## config.mk

```make
export PLATFORM = sky130hd
export DESIGN_NAME = control_surface_bank_remapper_top
export DESIGN_NICKNAME = d
export VERILOG_FILES = /design/src/csbr_pkg.sv /design/src/csbr_front.sv /design/src/csbr_queue.sv /design/src/csbr_back.sv /design/src/control_surface_bank_remapper_top.sv
export SDC_FILE = /design/constraint.sdc
export NUM_CORES = 2
export LEC_CHECK = 0
export BUFFER_PORTS_ARGS = -buffer_cell sky130_fd_sc_hd__buf_4
export CELL_PAD_IN_SITES_DETAIL_PLACEMENT = 0
export CELL_PAD_IN_SITES_GLOBAL_PLACEMENT = 1
export CORE_ASPECT_RATIO = 0.5
export CORE_UTILIZATION = 40
export DETAILED_ROUTE_END_ITERATION = 16
export GPL_ROUTABILITY_DRIVEN = 0
export PLACE_DENSITY = 0.58
export SYNTH_ARGS = -nofsm -noshare
export SYNTH_HDL_FRONTEND = slang
export SYNTH_MEMORY_MAX_BITS = 65536
export SYNTH_SLANG_ARGS = --single-unit
```

## constraint.sdc

```tcl
create_clock -name aclk -period 16.2 [get_ports aclk]
set_clock_uncertainty 0.05 [all_clocks]
set_input_delay 1.62 -clock aclk [delete_from_list [all_inputs] [get_ports aclk]]
set_output_delay 1.62 -clock aclk [all_outputs]
set_load 0.01 [all_outputs]
```

## src/csbr_pkg.sv

```systemverilog
package csbr_pkg;

    localparam int COLUMN_COUNT     = 32;
    localparam int SLOTS_PER_COLUMN = 20;
    localparam int SURFACE_COLUMNS  = 8;
    localparam int STORE_DEPTH      = COLUMN_COUNT * SLOTS_PER_COLUMN;
    localparam int STORE_AW         = $clog2(STORE_DEPTH);
    localparam int COL_W            = $clog2(COLUMN_COUNT);
    localparam int SURF_W           = $clog2(SURFACE_COLUMNS);
    localparam int SLOT_W           = 5;
    localparam int SUB_W            = 3;
    localparam int QUEUE_DEPTH      = 2;

    localparam int CFG_ADDR_W = 3;
    localparam int CFG_DATA_W = 32;
    localparam logic [CFG_ADDR_W-1:0] REG_TOP_ROW = 3'd0;

    localparam logic [1:0] ACT_SURFACE = 2'd0;
    localparam logic [1:0] ACT_INIT    = 2'd1;
    localparam logic [1:0] ACT_LOAD    = 2'd2;

    localparam logic [7:0] ST_COL_BASE = 8'd176;
    localparam logic [7:0] ST_COL_LAST = 8'd183;
    localparam logic [7:0] ST_SET      = 8'd191;
    localparam logic [6:0] CC_SET_BASE = 7'd90;
    localparam logic [6:0] CC_SET_LAST = 7'd93;
    localparam logic [6:0] CC_UP       = 7'd108;
    localparam logic [6:0] CC_DOWN     = 7'd109;
    localparam logic [6:0] LED_ON      = 7'd127;
    localparam logic [6:0] LED_OFF     = 7'd0;

    localparam logic [6:0] KNOB_CC [4] = '{7'd102, 7'd105, 7'd106, 7'd107};

    typedef struct packed {
        logic [1:0]        action;
        logic [7:0]        status_byte;
        logic [6:0]        data1;
        logic [6:0]        data2;
        logic [COL_W-1:0]  load_column;
        logic [SLOT_W-1:0] load_slot;
    } in_item_t;

    typedef struct packed {
        logic              kind;
        logic [7:0]        midi_status;
        logic [6:0]        midi_data1;
        logic [6:0]        midi_data2;
        logic [COL_W-1:0]  event_column;
        logic [SLOT_W-1:0] event_slot;
        logic [6:0]        event_value;
        logic              last;
    } out_item_t;

    typedef enum logic [2:0] {
        OP_INIT,
        OP_LOAD,
        OP_SET_SELECT,
        OP_SET_LEDS,
        OP_BUTTON,
        OP_KNOB
    } cmd_op_t;

    typedef struct packed {
        cmd_op_t           op;
        logic [SURF_W-1:0] surf_col;
        logic [1:0]        sel;
        logic              pressed;
        logic [6:0]        value;
        logic [COL_W-1:0]  load_col;
        logic [SLOT_W-1:0] load_slot;
    } cmd_t;

    typedef struct packed {
        logic clearing;
    } back_status_t;

    typedef enum logic [2:0] {
        B_CLEAR,
        B_IDLE,
        B_START,
        B_FETCH,
        B_SHOW
    } back_state_t;

    typedef enum logic [1:0] {
        PH_SET_PRE,
        PH_COLS,
        PH_SET_POST,
        PH_EVENT
    } phase_t;

    function automatic logic [STORE_AW-1:0] store_addr(input logic [COL_W-1:0] col,
                                                       input logic [SLOT_W-1:0] slot);
        return STORE_AW'(col) * STORE_AW'(SLOTS_PER_COLUMN) + STORE_AW'(slot);
    endfunction

endpackage

```

## src/csbr_front.sv

```systemverilog
module csbr_front (
    input  logic                  s_valid,
    output logic                  s_ready,
    input  csbr_pkg::in_item_t    s_item,
    input  csbr_pkg::back_status_t status,
    output logic                  push_valid,
    input  logic                  push_ready,
    output csbr_pkg::cmd_t        push_item
);
    import csbr_pkg::*;

    logic       keep;
    logic       is_knob;
    logic [1:0] knob_idx;
    logic [6:0] set_off;

    assign set_off = s_item.data1 - CC_SET_BASE;

    always_comb begin
        is_knob  = 1'b0;
        knob_idx = 2'd0;
        for (int i = 0; i < 4; i++) begin
            if (s_item.data1 == KNOB_CC[i]) begin
                is_knob  = 1'b1;
                knob_idx = 2'(i);
            end
        end
    end

    always_comb begin
        keep                = 1'b0;
        push_item.op        = OP_INIT;
        push_item.surf_col  = s_item.status_byte[SURF_W-1:0];
        push_item.sel       = 2'd0;
        push_item.pressed   = (s_item.data2 == 7'd0);
        push_item.value     = s_item.data2;
        push_item.load_col  = s_item.load_column;
        push_item.load_slot = s_item.load_slot;
        case (s_item.action)
            ACT_INIT: begin
                keep         = 1'b1;
                push_item.op = OP_INIT;
            end
            ACT_LOAD: begin
                keep         = (s_item.load_slot < SLOT_W'(SLOTS_PER_COLUMN));
                push_item.op = OP_LOAD;
            end
            ACT_SURFACE: begin
                if (s_item.status_byte == ST_SET &&
                    s_item.data1 inside {[CC_SET_BASE:CC_SET_LAST]}) begin
                    keep          = 1'b1;
                    push_item.sel = set_off[1:0];
                    push_item.op  = (s_item.data2 != 7'd0) ? OP_SET_SELECT : OP_SET_LEDS;
                end else if (s_item.status_byte inside {[ST_COL_BASE:ST_COL_LAST]}) begin
                    if (s_item.data1 == CC_UP || s_item.data1 == CC_DOWN) begin
                        keep          = 1'b1;
                        push_item.op  = OP_BUTTON;
                        push_item.sel = {1'b0, s_item.data1 == CC_DOWN};
                    end else if (is_knob) begin
                        keep          = 1'b1;
                        push_item.op  = OP_KNOB;
                        push_item.sel = knob_idx;
                    end
                end
            end
            default: keep = 1'b0;
        endcase
    end

    assign s_ready    = push_ready && !status.clearing;
    assign push_valid = s_valid && s_ready && keep;

endmodule

```

## src/csbr_queue.sv

```systemverilog
module csbr_queue (
    input  logic           aclk,
    input  logic           aresetn,
    input  logic           push_valid,
    output logic           push_ready,
    input  csbr_pkg::cmd_t push_item,
    output logic           pop_valid,
    input  logic           pop_ready,
    output csbr_pkg::cmd_t pop_item
);
    import csbr_pkg::*;

    localparam int PTR_W = $clog2(QUEUE_DEPTH);
    localparam int CNT_W = $clog2(QUEUE_DEPTH + 1);

    cmd_t             entry_reg [QUEUE_DEPTH];
    logic [PTR_W-1:0] wr_ptr_reg, wr_ptr_next;
    logic [PTR_W-1:0] rd_ptr_reg, rd_ptr_next;
    logic [CNT_W-1:0] count_reg, count_next;
    logic             do_push, do_pop;

    assign push_ready = (count_reg != CNT_W'(QUEUE_DEPTH));
    assign pop_valid  = (count_reg != '0);
    assign pop_item   = entry_reg[rd_ptr_reg];
    assign do_push    = push_valid && push_ready;
    assign do_pop     = pop_valid && pop_ready;

    always_comb begin
        wr_ptr_next = wr_ptr_reg;
        rd_ptr_next = rd_ptr_reg;
        count_next  = count_reg;
        if (do_push) begin
            wr_ptr_next = (wr_ptr_reg == PTR_W'(QUEUE_DEPTH - 1)) ? '0 : wr_ptr_reg + 1'b1;
        end
        if (do_pop) begin
            rd_ptr_next = (rd_ptr_reg == PTR_W'(QUEUE_DEPTH - 1)) ? '0 : rd_ptr_reg + 1'b1;
        end
        if (do_push && !do_pop) begin
            count_next = count_reg + 1'b1;
        end else if (do_pop && !do_push) begin
            count_next = count_reg - 1'b1;
        end
    end

    always_ff @(posedge aclk) begin
        if (!aresetn) begin
            wr_ptr_reg <= '0;
            rd_ptr_reg <= '0;
            count_reg  <= '0;
        end else begin
            wr_ptr_reg <= wr_ptr_next;
            rd_ptr_reg <= rd_ptr_next;
            count_reg  <= count_next;
        end
    end

    always_ff @(posedge aclk) begin
        if (do_push) begin
            entry_reg[wr_ptr_reg] <= push_item;
        end
    end

endmodule

```

## src/csbr_back.sv

```systemverilog
module csbr_back (
    input  logic                   aclk,
    input  logic                   aresetn,
    input  logic [7:0]             top_row,
    input  logic                   pop_valid,
    output logic                   pop_ready,
    input  csbr_pkg::cmd_t         pop_item,
    output csbr_pkg::back_status_t status,
    output logic                   m_valid,
    input  logic                   m_ready,
    output csbr_pkg::out_item_t    m_item
);
    import csbr_pkg::*;

    back_state_t state_reg, state_next;
    phase_t      phase_reg, phase_next;
    cmd_t        cmd_reg, cmd_next;
    logic [SURF_W-1:0] col_cnt_reg, col_cnt_next;
    logic [SURF_W-1:0] col_last_reg, col_last_next;
    logic [SUB_W-1:0]  sub_cnt_reg, sub_cnt_next;
    logic [SUB_W-1:0]  sub_last_reg, sub_last_next;
    logic              knobs_first_reg, knobs_first_next;
    logic              set_post_reg, set_post_next;
    logic [1:0]        set_reg, set_next;
    logic [COLUMN_COUNT-1:0][1:0] mode_reg, mode_next;
    logic [SLOT_W-1:0]   slot_reg, slot_next;
    logic [STORE_AW-1:0] clear_cnt_reg, clear_cnt_next;
    logic                out_valid_reg, out_valid_next;
    out_item_t           out_item_reg, out_item_next;

    logic [6:0]          store_mem [STORE_DEPTH];
    logic [6:0]          rdata_reg;
    logic                mem_we;
    logic [STORE_AW-1:0] mem_waddr;
    logic [6:0]          mem_wdata;
    logic [STORE_AW-1:0] mem_raddr;

    logic [COL_W-1:0]  cur_col;
    logic [1:0]        mode_cur;
    logic              top_cur;
    logic              step_is_knob;
    logic [SUB_W-1:0]  sub_m2;
    logic [1:0]        kidx;
    logic [2:0]        knob_off;
    logic [SLOT_W-1:0] knob_slot;
    logic              last_step;
    out_item_t         res;

    assign cur_col      = {set_reg, col_cnt_reg};
    assign mode_cur     = mode_reg[cur_col];
    assign top_cur      = top_row[col_cnt_reg];
    assign sub_m2       = sub_cnt_reg - SUB_W'(2);
    assign step_is_knob = knobs_first_reg ? (sub_cnt_reg < SUB_W'(4))
                                          : (sub_cnt_reg >= SUB_W'(2));
    assign kidx         = (state_reg == B_START) ? cmd_reg.sel
                        : (knobs_first_reg ? sub_cnt_reg[1:0] : sub_m2[1:0]);
    assign knob_off     = (kidx == 2'd0 && top_cur) ? 3'd4 : {1'b0, kidx};
    assign knob_slot    = SLOT_W'({mode_cur, 2'b00}) + SLOT_W'(mode_cur) + SLOT_W'(knob_off);
    assign mem_raddr    = store_addr(cur_col, knob_slot);

    assign status.clearing = (state_reg == B_CLEAR);
    assign m_valid         = out_valid_reg;
    assign m_item          = out_item_reg;

    // result for the current step and where the sequence goes next
    always_comb begin
        res              = '0;
        last_step        = 1'b0;
        phase_next       = phase_reg;
        col_cnt_next     = col_cnt_reg;
        sub_cnt_next     = sub_cnt_reg + 1'b1;
        case (phase_reg)
            PH_SET_PRE, PH_SET_POST: begin
                res.midi_status = ST_SET;
                res.midi_data1  = CC_SET_BASE + 7'(sub_cnt_reg[1:0]);
                res.midi_data2  = (sub_cnt_reg[1:0] == set_reg) ? LED_ON : LED_OFF;
                if (sub_cnt_reg == SUB_W'(3)) begin
                    if (phase_reg == PH_SET_PRE) begin
                        phase_next   = PH_COLS;
                        sub_cnt_next = '0;
                        col_cnt_next = '0;
                    end else begin
                        last_step = 1'b1;
                    end
                end
            end
            PH_COLS: begin
                res.midi_status = ST_COL_BASE + 8'(col_cnt_reg);
                if (step_is_knob) begin
                    res.midi_data1 = KNOB_CC[kidx];
                    res.midi_data2 = rdata_reg;
                end else begin
                    res.midi_data1 = sub_cnt_reg[0] ? CC_DOWN : CC_UP;
                    res.midi_data2 = (sub_cnt_reg[0] ? mode_cur[1] : mode_cur[0])
                                   ? LED_OFF : LED_ON;
                end
                if (sub_cnt_reg == sub_last_reg) begin
                    sub_cnt_next = '0;
                    if (col_cnt_reg == col_last_reg) begin
                        if (set_post_reg) begin
                            phase_next = PH_SET_POST;
                        end else begin
                            last_step = 1'b1;
                        end
                    end else begin
                        col_cnt_next = col_cnt_reg + 1'b1;
                    end
                end
            end
            PH_EVENT: begin
                res.kind         = 1'b1;
                res.event_column = cur_col;
                res.event_slot   = slot_reg;
                res.event_value  = cmd_reg.value;
                last_step        = 1'b1;
            end
            default: last_step = 1'b1;
        endcase
        res.last = last_step;
    end

    always_comb begin
        state_next       = state_reg;
        cmd_next         = cmd_reg;
        col_last_next    = col_last_reg;
        sub_last_next    = sub_last_reg;
        knobs_first_next = knobs_first_reg;
        set_post_next    = set_post_reg;
        set_next         = set_reg;
        mode_next        = mode_reg;
        slot_next        = slot_reg;
        clear_cnt_next   = clear_cnt_reg;
        out_valid_next   = (out_valid_reg && !m_ready);
        out_item_next    = out_item_reg;
        pop_ready        = 1'b0;
        mem_we           = 1'b0;
        mem_waddr        = clear_cnt_reg;
        mem_wdata        = '0;
        case (state_reg)
            B_CLEAR: begin
                mem_we         = 1'b1;
                clear_cnt_next = clear_cnt_reg + 1'b1;
                if (clear_cnt_reg == STORE_AW'(STORE_DEPTH - 1)) begin
                    state_next = B_IDLE;
                end
            end
            B_IDLE: begin
                pop_ready = 1'b1;
                if (pop_valid) begin
                    cmd_next   = pop_item;
                    state_next = B_START;
                end
            end
            B_START: begin
                state_next       = B_FETCH;
                col_last_next    = col_cnt_reg;
                sub_last_next    = SUB_W'(5);
                knobs_first_next = 1'b0;
                set_post_next    = 1'b0;
                case (cmd_reg.op)
                    OP_INIT: begin
                        set_next      = 2'd0;
                        mode_next     = '0;
                        col_last_next = SURF_W'(SURFACE_COLUMNS - 1);
                    end
                    OP_SET_SELECT: begin
                        set_next         = cmd_reg.sel;
                        col_last_next    = SURF_W'(SURFACE_COLUMNS - 1);
                        knobs_first_next = 1'b1;
                        set_post_next    = 1'b1;
                    end
                    OP_SET_LEDS: begin
                    end
                    OP_BUTTON: begin
                        if (cmd_reg.pressed) begin
                            mode_next[cur_col] = cmd_reg.sel[0] ? mode_cur + 1'b1
                                                                : mode_cur - 1'b1;
                        end else begin
                            sub_last_next = SUB_W'(1);
                        end
                    end
                    OP_KNOB: begin
                        mem_we    = 1'b1;
                        mem_waddr = store_addr(cur_col, knob_slot);
                        mem_wdata = cmd_reg.value;
                        slot_next = knob_slot;
                    end
                    OP_LOAD: begin
                        mem_we     = 1'b1;
                        mem_waddr  = store_addr(cmd_reg.load_col, cmd_reg.load_slot);
                        mem_wdata  = cmd_reg.value;
                        state_next = B_IDLE;
                    end
                    default: state_next = B_IDLE;
                endcase
            end
            B_FETCH: begin
                state_next = B_SHOW;
            end
            B_SHOW: begin
                if (!out_valid_reg || m_ready) begin
                    out_valid_next = 1'b1;
                    out_item_next  = res;
                    state_next     = last_step ? B_IDLE : B_FETCH;
                end
            end
            default: state_next = B_IDLE;
        endcase
    end

    // sequence counters and phase, set at the start of each command and stepped with each result
    logic [SURF_W-1:0] seq_col_next;
    logic [SUB_W-1:0]  seq_sub_next;
    phase_t            seq_phase_next;

    always_comb begin
        seq_col_next   = col_cnt_reg;
        seq_sub_next   = sub_cnt_reg;
        seq_phase_next = phase_reg;
        case (state_reg)
            B_IDLE: begin
                if (pop_valid) begin
                    seq_col_next = pop_item.surf_col;
                end
            end
            B_START: begin
                seq_sub_next = '0;
                case (cmd_reg.op)
                    OP_INIT: begin
                        seq_phase_next = PH_SET_PRE;
                        seq_col_next   = '0;
                    end
                    OP_SET_SELECT: begin
                        seq_phase_next = PH_COLS;
                        seq_col_next   = '0;
                    end
                    OP_SET_LEDS: seq_phase_next = PH_SET_POST;
                    OP_BUTTON:   seq_phase_next = PH_COLS;
                    OP_KNOB:     seq_phase_next = PH_EVENT;
                    default:     seq_phase_next = phase_reg;
                endcase
            end
            B_SHOW: begin
                if (!out_valid_reg || m_ready) begin
                    seq_col_next   = col_cnt_next;
                    seq_sub_next   = sub_cnt_next;
                    seq_phase_next = phase_next;
                end
            end
            default: seq_phase_next = phase_reg;
        endcase
    end

    always_ff @(posedge aclk) begin
        if (!aresetn) begin
            state_reg     <= B_CLEAR;
            clear_cnt_reg <= '0;
            out_valid_reg <= 1'b0;
            set_reg       <= '0;
            mode_reg      <= '0;
            phase_reg     <= PH_SET_PRE;
        end else begin
            state_reg     <= state_next;
            clear_cnt_reg <= clear_cnt_next;
            out_valid_reg <= out_valid_next;
            set_reg       <= set_next;
            mode_reg      <= mode_next;
            phase_reg     <= seq_phase_next;
        end
    end

    always_ff @(posedge aclk) begin
        cmd_reg         <= cmd_next;
        col_cnt_reg     <= seq_col_next;
        sub_cnt_reg     <= seq_sub_next;
        col_last_reg    <= col_last_next;
        sub_last_reg    <= sub_last_next;
        knobs_first_reg <= knobs_first_next;
        set_post_reg    <= set_post_next;
        slot_reg        <= slot_next;
        out_item_reg    <= out_item_next;
    end

    always_ff @(posedge aclk) begin
        if (mem_we) begin
            store_mem[mem_waddr] <= mem_wdata;
        end
        rdata_reg <= store_mem[mem_raddr];
    end

endmodule

```

## src/control_surface_bank_remapper_top.sv

```systemverilog
// Control surface bank remapper. Items from the surface are decoded into commands and
// held in a two-entry queue; a sequencer then works through them one at a time against
// a 640-entry knob store (32 columns by 20 slots, one read and one write port) and a
// single output register. Each result is a store read followed by an output load, and
// an item gives one result for a knob turn, six for a mode change, 52 for a set change
// or initialise and none for a store load. After reset the store is cleared entry by
// entry, during which s_ready stays low; the APB port can be written at any time.
module control_surface_bank_remapper_top (
    input  logic                              aclk,
    input  logic                              aresetn,
    input  logic                              s_valid,
    output logic                              s_ready,
    input  csbr_pkg::in_item_t                s_item,
    output logic                              m_valid,
    input  logic                              m_ready,
    output csbr_pkg::out_item_t               m_item,
    input  logic                              psel,
    input  logic                              penable,
    input  logic                              pwrite,
    input  logic [csbr_pkg::CFG_ADDR_W-1:0]   paddr,
    input  logic [csbr_pkg::CFG_DATA_W-1:0]   pwdata,
    output logic [csbr_pkg::CFG_DATA_W-1:0]   prdata,
    output logic                              pready
);
    import csbr_pkg::*;

    logic [7:0]   top_row_reg, top_row_next;
    back_status_t status;
    logic         push_valid, push_ready;
    cmd_t         push_item;
    logic         pop_valid, pop_ready;
    cmd_t         pop_item;

    assign pready = 1'b1;
    assign prdata = (paddr == REG_TOP_ROW) ? CFG_DATA_W'(top_row_reg) : '0;

    always_comb begin
        top_row_next = top_row_reg;
        if (psel && penable && pwrite && pready && paddr == REG_TOP_ROW) begin
            top_row_next = pwdata[7:0];
        end
    end

    always_ff @(posedge aclk) begin
        if (!aresetn) begin
            top_row_reg <= '0;
        end else begin
            top_row_reg <= top_row_next;
        end
    end

    csbr_front u_front (
        .s_valid    (s_valid),
        .s_ready    (s_ready),
        .s_item     (s_item),
        .status     (status),
        .push_valid (push_valid),
        .push_ready (push_ready),
        .push_item  (push_item)
    );

    csbr_queue u_queue (
        .aclk       (aclk),
        .aresetn    (aresetn),
        .push_valid (push_valid),
        .push_ready (push_ready),
        .push_item  (push_item),
        .pop_valid  (pop_valid),
        .pop_ready  (pop_ready),
        .pop_item   (pop_item)
    );

    csbr_back u_back (
        .aclk      (aclk),
        .aresetn   (aresetn),
        .top_row   (top_row_reg),
        .pop_valid (pop_valid),
        .pop_ready (pop_ready),
        .pop_item  (pop_item),
        .status    (status),
        .m_valid   (m_valid),
        .m_ready   (m_ready),
        .m_item    (m_item)
    );

endmodule

```

# After elaboration in Yosys (flattened, before gate mapping)
# Memories as Yosys holds them, arrays and structs flattened. A register that Yosys moved wholly into a read port is not among the register bits.
# Cells that the tools add are included.
[op_classes]
n_lt_le_gt_ge = 11
eq_ne = 40
mux = 106
add_sub_neg = 17
n_reduce_logical = 51
bitwise_logic = 1
multipliers = 2
[ops]
columns = ["op", "count"]
rows = [
  ["case mux 64 bit (2 select lines)", 1],
  ["bitwise mux 64 bit", 1],
  ["two-way mux 64 bit", 1],
  ["two-way mux 3 bit", 20],
  ["two-way mux 2 bit", 22],
  ["case mux 22 bit (2 select lines)", 1],
  ["== test 7 bit, second input constant", 6],
  ["two-way mux 7 bit", 6],
  ["two-way mux 1 bit", 33],
  ["case mux 3 bit (2 select lines)", 4],
  ["adder 10 x 5 -> 10 bit", 2],
  ["case mux 10 bit (2 select lines)", 1],
  ["AND reduction 9 bit", 2],
  ["logical AND 1 bit", 16],
  ["multiplier 5 x 3 -> 8 bit, second input constant", 2],
  ["== test 3 x 2 -> 1 bit, second input constant", 5],
  ["!= test 3 x 2 -> 1 bit, second input constant", 5],
  ["case mux 3 bit (5 select lines)", 1],
  ["binary-select mux 7 bit (select 2 bit)", 1],
  ["two-way mux 14 bit", 1],
  ["case mux 2 bit (2 select lines)", 3],
  ["adder 10 x 1 -> 10 bit, second input constant", 1],
  ["binary-select mux 2 bit (select 5 bit)", 1],
  ["demux 2 bit (select 5 bit)", 1],
  ["52 further kinds", 91],
]
[word_totals]
in_bits = 76
wordCells = 291
mem_bits_rw = 4532
mem_count = 2
ff_bits = 176
out_inout_bits = 76
[memory_table]
columns = ["memory", "depth", "word_bits", "read_ports", "rd_ports_with_merged_regs", "wr", "line_no", "rtl"]
rows = [
  ["u_back.store_mem", 640, 7, 1, 1, 1, "csbr_back.sv:31", "logic [6:0] store_mem [STORE_DEPTH];"],
  ["u_queue.entry_reg", 2, 26, 1, 1, 1, "csbr_queue.sv:16", "cmd_t entry_reg [QUEUE_DEPTH];"],
]

# Depth between registers and ports, before layout
[depth]
word_depth = 16
depth_mapped = 25
mapped_depth_nobuf = 20

# Modules after synthesis
# Synthesis repeated with hierarchy kept, for this count alone.
[unflattened]
cells_unflattened = 9519
hier_area_um2 = 187442.3
[by_module_without_submodules]
columns = ["module", "area_each_um2", "cells_per_inst", "instances", "seq_area_each_um2"]
rows = [
  ["csbr_back", 184285.5, 9281, 1, 138562.9],
  ["csbr_queue", 2112.0, 105, 1, 1661.6],
  ["control_surface_bank_remapper_top", 611.8, 72, 1, 160.2],
  ["csbr_front", 432.9, 61, 1, 0.0],
]

# Worst setup path before layout
# Ideal clock, no wire load.
[synth_path]
path_kind = "register -> register"
start = "reg u_back.state_reg[0]"
end = "mem u_back.store_mem[0][0] (data pin)"
n_path_buf = 2
period_less_slack_ps = 11258
stages_incl_launch_ff = 7
t_required_ps = 14267
setup_slack_ps = 4942
setup_time_ps = 1883
t_arrival_ps = 9325
cell_sequence = "dfxtp_1 > buf_2 > nor2_1 > nand2_1 > nor2_1 > buf_2 > and2_1"
[synth_via]
elab_chain_len = 2
[synth_rtl]
columns = ["item", "line_no", "rtl"]
rows = [
  ["start: declaration", "csbr_back.sv:15", "back_state_t state_reg, state_next;"],
  ["start signal: assignment", "csbr_back.sv:263", "state_reg <= state_next;"],
  ["== test 3 x 2 -> 1 bit", "csbr_back.sv:139", "case (state_reg)"],
  ["two-way mux 7 bit", "csbr_back.sv:139", ""],
  ["named net u_back.mem_wdata[0]", "csbr_back.sv:35", "logic [6:0] mem_wdata;"],
  ["end: declaration", "csbr_back.sv:31", ""],
]
# The timed path passes the listed nets, and every way through them passes these cells.

# Worst setup path after layout
[layout_path]
start = "reg u_back.col_cnt_reg[0]"
end = "reg u_back.rdata_reg[2], read port of u_back.store_mem"
[layout_via]
elab_chain_len = 6
elab_cells_between_ends = 10
classes_between = "add/sub (3); mul (1); mux (5); reduce/logical (1)"
[layout_rtl]
columns = ["item", "line_no", "rtl"]
rows = [
  ["start: declaration", "csbr_back.sv:18", "logic [SURF_W-1:0] col_cnt_reg, col_cnt_next;"],
  ["start signal: assignment", "csbr_back.sv:274", "col_cnt_reg <= seq_col_next;"],
  ["parallel branches: the longest is 4 deep, another holds adder 4 x 2 -> 5 bit", "--", ""],
  ["adder 5 x 3 -> 5 bit (*)", "csbr_back.sv:58", "assign knob_slot = SLOT_W'({mode_cur, 2'b00}) + SLOT_W'(mode_cur) + SLOT_W'(knob_off);"],
  ["named net u_back.knob_slot[2]", "csbr_back.sv:45", "logic [SLOT_W-1:0] knob_slot;"],
  ["adder 10 x 5 -> 10 bit (*)", "csbr_pkg.sv:94", "return STORE_AW'(col) * STORE_AW'(SLOTS_PER_COLUMN) + STORE_AW'(slot);"],
  ["end: declaration", "csbr_back.sv:32", "logic [6:0] rdata_reg;"],
]
# Mark *: on every way through the listed nets, which the timed path passes. The select of a mux whose other input is x is not followed.
# A chain may end at the register's enable or synchronous reset.

==> impl_metrics.json <==
{
  "rsz0062_at_grt": "false",
  "fin_area_um2": 210000,
  "max_freq_mhz": 104,
  "cts_root_buffer": "clkbuf_16",
  "power_density_nw_per_um2": 113,
  "ys_warn_count": 0,
  "p_leak_nw": 54.0,
  "finalSetupViolations": 0,
  "synthArstFlopShare_pct": 0,
  "clkLatencyLatePin_ns": 0.97,
  "synth-seq-cells": 4709,
  "area_growth_syn_to_layout_pct": 11.2,
  "num_vias": 98100,
  "grt_util_all_layers_pct": 23.2,
  "worstPathCellList": "buf_4 -> mux4_1 -> mux4_2 -> mux2i_4 -> inv_2 -> fa_4 -> xor2_1 -> ha_4 -> buf_4 -> or2_4 -> buf_4 -> buf_4 -> buf_4 -> o22ai_1 -> a2bb2oi_1 -> nor4_1 -> nor4_1 -> nor4_1 -> or4_1 -> o311ai_1",
  "wl_um": 565000,
  "slew_violations": 0,
  "clk_pin_slew_ns": 0.06,
  "synth_ff_type": "edfxtp_1",
  "intPower_mw": 18.9,
  "clockPowerShare_pct": 43.9,
  "layout_setup_ws_ns": 6.57,
  "placed_area_um2": 196000,
  "slowest_stage": "nor4_1",
  "largest_register_ffs": 4480,
  "wl_per_cell_um": 34.4,
  "core_um2": 471000,
  "start_util_pct": 40.2,
  "hold_viol": 0,
  "post-route-min-period_ns": 9.63,
  "grt_overflow": 0,
  "yosysMostFrequentCell": "edfxtp_1",
  "drtIter0Drc": 12100,
  "final_util_pct": 44.7,
  "die_area_um2": 476000,
  "hold_class": "reg2reg",
  "drc_errors": 0,
  "dp_hpwl_um": 339000,
  "cpMostUsedCell": "buf_4",
  "crit_fanout": 36,
  "die_w_um": 974,
  "combPwrFrac_pct": 0.4,
  "critPathLaunchType": "flop",
  "ir_worst_vdd_mv": 0.0958,
  "vias_per_cell": 5.97,
  "worst_slew_pin_slew_ns": 1.39,
  "hold_slack_ns": 0.413,
  "cts_inserted_buffers": 441,
  "finalCritPeriodShare_pct": 59.4,
  "synth_common_cells": "edfxtp_1 (4607), mux4_2 (889), nor3_1 (571)",
  "crit_path_end_kind": "flop",
  "grt_max_degree": 215,
  "portBuffers": 101,
  "post-synth-top-area-cell": "edfxtp_1",
  "clockBufferDepth": 4,
  "crit_required_ns": 16.98,
  "synth_top_area_share_pct": 73.2,
  "synthCells": 9539,
  "ant_nets": 0,
  "synth_area_per_cell_um2": 19.8,
  "cts_hold_buf": 0,
  "cp_data_arrival_time_ns": 10.40,
  "fp-row-count": 178,
  "finalSetupTns_ns": 0,
  "clkSinkCount": 4709,
  "pre_cts_slack_ns": 6.73,
  "drtPass1Iterations": 6,
  "syn_area_um2": 189000,
  "io_pins": 152,
  "cts_tree": "built",
  "cts_resized": 0,
  "htree_levels": 5,
  "status": "finished clean",
  "die_y_um": 488,
  "switchingPower_mw": 4.73,
  "seqPwrFrac_pct": 55.6,
  "cap_violations": 0,
  "antenna_found_initial": 65,
  "synthTopCellsByArea": "edfxtp_1 (73%), mux4_2 (11%), mux2i_1 (2.5%), mux4_1 (1.7%), nor3_1 (1.5%)",
  "cpPeakStageDelay_ns": 1.02,
  "yosysSeqAreaShare_pct": 74.2,
  "nets": 9863,
  "slew_headroom_pct": 6.30,
  "post-cts-setup-buffers": 0,
  "ys_types": 109,
  "grt_pass1_wl_um": 779000,
  "switching_share_pct": 20.0,
  "synth_edf_count": 4607,
  "crit_type": "reg2reg",
  "drive_above_1_share_pct": 20.9,
  "grt_pass1_vias": 95800
}
[per-layer routing]
metal	share of wire [%]	wire length, um	vias up	global-route usage, %
met1	44	249000	53200	34.8
met4	2.0	11100	14	4.66
met3	9.0	51100	625	5.00
met2	45	254000	4145	35.2
met5	0.016	92	-	0
li1	-	-	40100	-
[worst max-delay path: cells and delay by family (launching register included)]
kind            cells  cell delay [ns]
xor+xnor            1             0.22
simple gates        5             2.59
mux                 3             1.49
compound gates      3             0.44
buf+inv             6             2.80
fa+ha+maj           2             1.09
flops               1             0.57
[power by group through the flow]
stage | registers (mW) | clock network (mW) | logic (mW)
floorplan | 13.4 | 0 | 0.0365
global placement | 13.4 | 0 | 0.101
detailed placement | 13.4 | 0 | 0.101
CTS | 13.2 | 10.5 | 0.102
global route | 13.2 | 11.0 | 0.105
finish | 13.2 | 10.4 | 0.102
[area by class of cell]
cell class                 count  area (um2)
tap                         6300        7880
inverter                      37         149
clock buffer                 546       11600
antenna                       26        65.1
timing repair buffer         452        3700
fill                       40200      260000
sequential                  4709      140000
multi-input combinational   4109       44100
clock inverter               254        2450
[placed cells by master (no fill, tap or decap), types with 28 or more instances in the layout]
cell       Yosys  layout
a21o_1        34      34
a21oi_1      144     140
a22oi_1       75      75
a31oi_1       38      38
a32oi_1       39      39
and2_1        44      37
and3_1        30      30
buf_4         81     425
bufinv_16      0      43
clkbuf_1     247      97
clkbuf_16      0     446
clkinv_1       0     102
clkinv_2       0      66
dfxtp_1      102     102
edfxtp_1    4607    4607
ha_1          32      30
inv_1         34      32
mux2_2        43      43
mux2i_1      472     472
mux4_1       123     123
mux4_2       889     889
nand2_1      289     248
nand2_4        1      43
nand3_1      108     106
nand4_1       28      28
nor2_1       300     297
nor2b_1       71      69
nor3_1       571     565
o21ai_0      106     104
o221ai_1     133     133
o22ai_1      157     157
[logic make-up (layout without fill, tap and decap cells)]
family | count (synthesis) | count (layout) | synth area share (%)
other cells | 2 | 52 | 0.00397
compound gates | 932 | 932 | 3.46
xor+xnor | 39 | 39 | 0.206
mux | 1530 | 1530 | 15.1
fa+ha+maj | 37 | 37 | 0.265
flops | 4709 | 4709 | 74.2
buf+inv | 745 | 1289 | 2.78
simple gates | 1545 | 1545 | 3.97
[metrics by stage]
stage,power (mW),std cells
6_report,23.7,16400
5_1_grt,24.2,16400
4_1_cts,23.8,16400
3_5_place_dp,13.5,15600
3_3_place_gp,13.5,15600
2_1_floorplan,13.5,9563
[path summary, 6_finish.rpt]
kind,startpoint,endpoint,slack [ns],depth (start not counted)
max,u_back.col_cnt_reg[0],u_back.rdata_reg[2],6.57,20
max reg2reg,u_back.col_cnt_reg[0],u_back.rdata_reg[2],6.57,20
min,u_back.mode_reg[7],u_back.mode_reg[7],0.41,2
min reg2reg,u_back.mode_reg[7],u_back.mode_reg[7],0.41,2
Note: power is estimated with default switching activity, not from simulation.
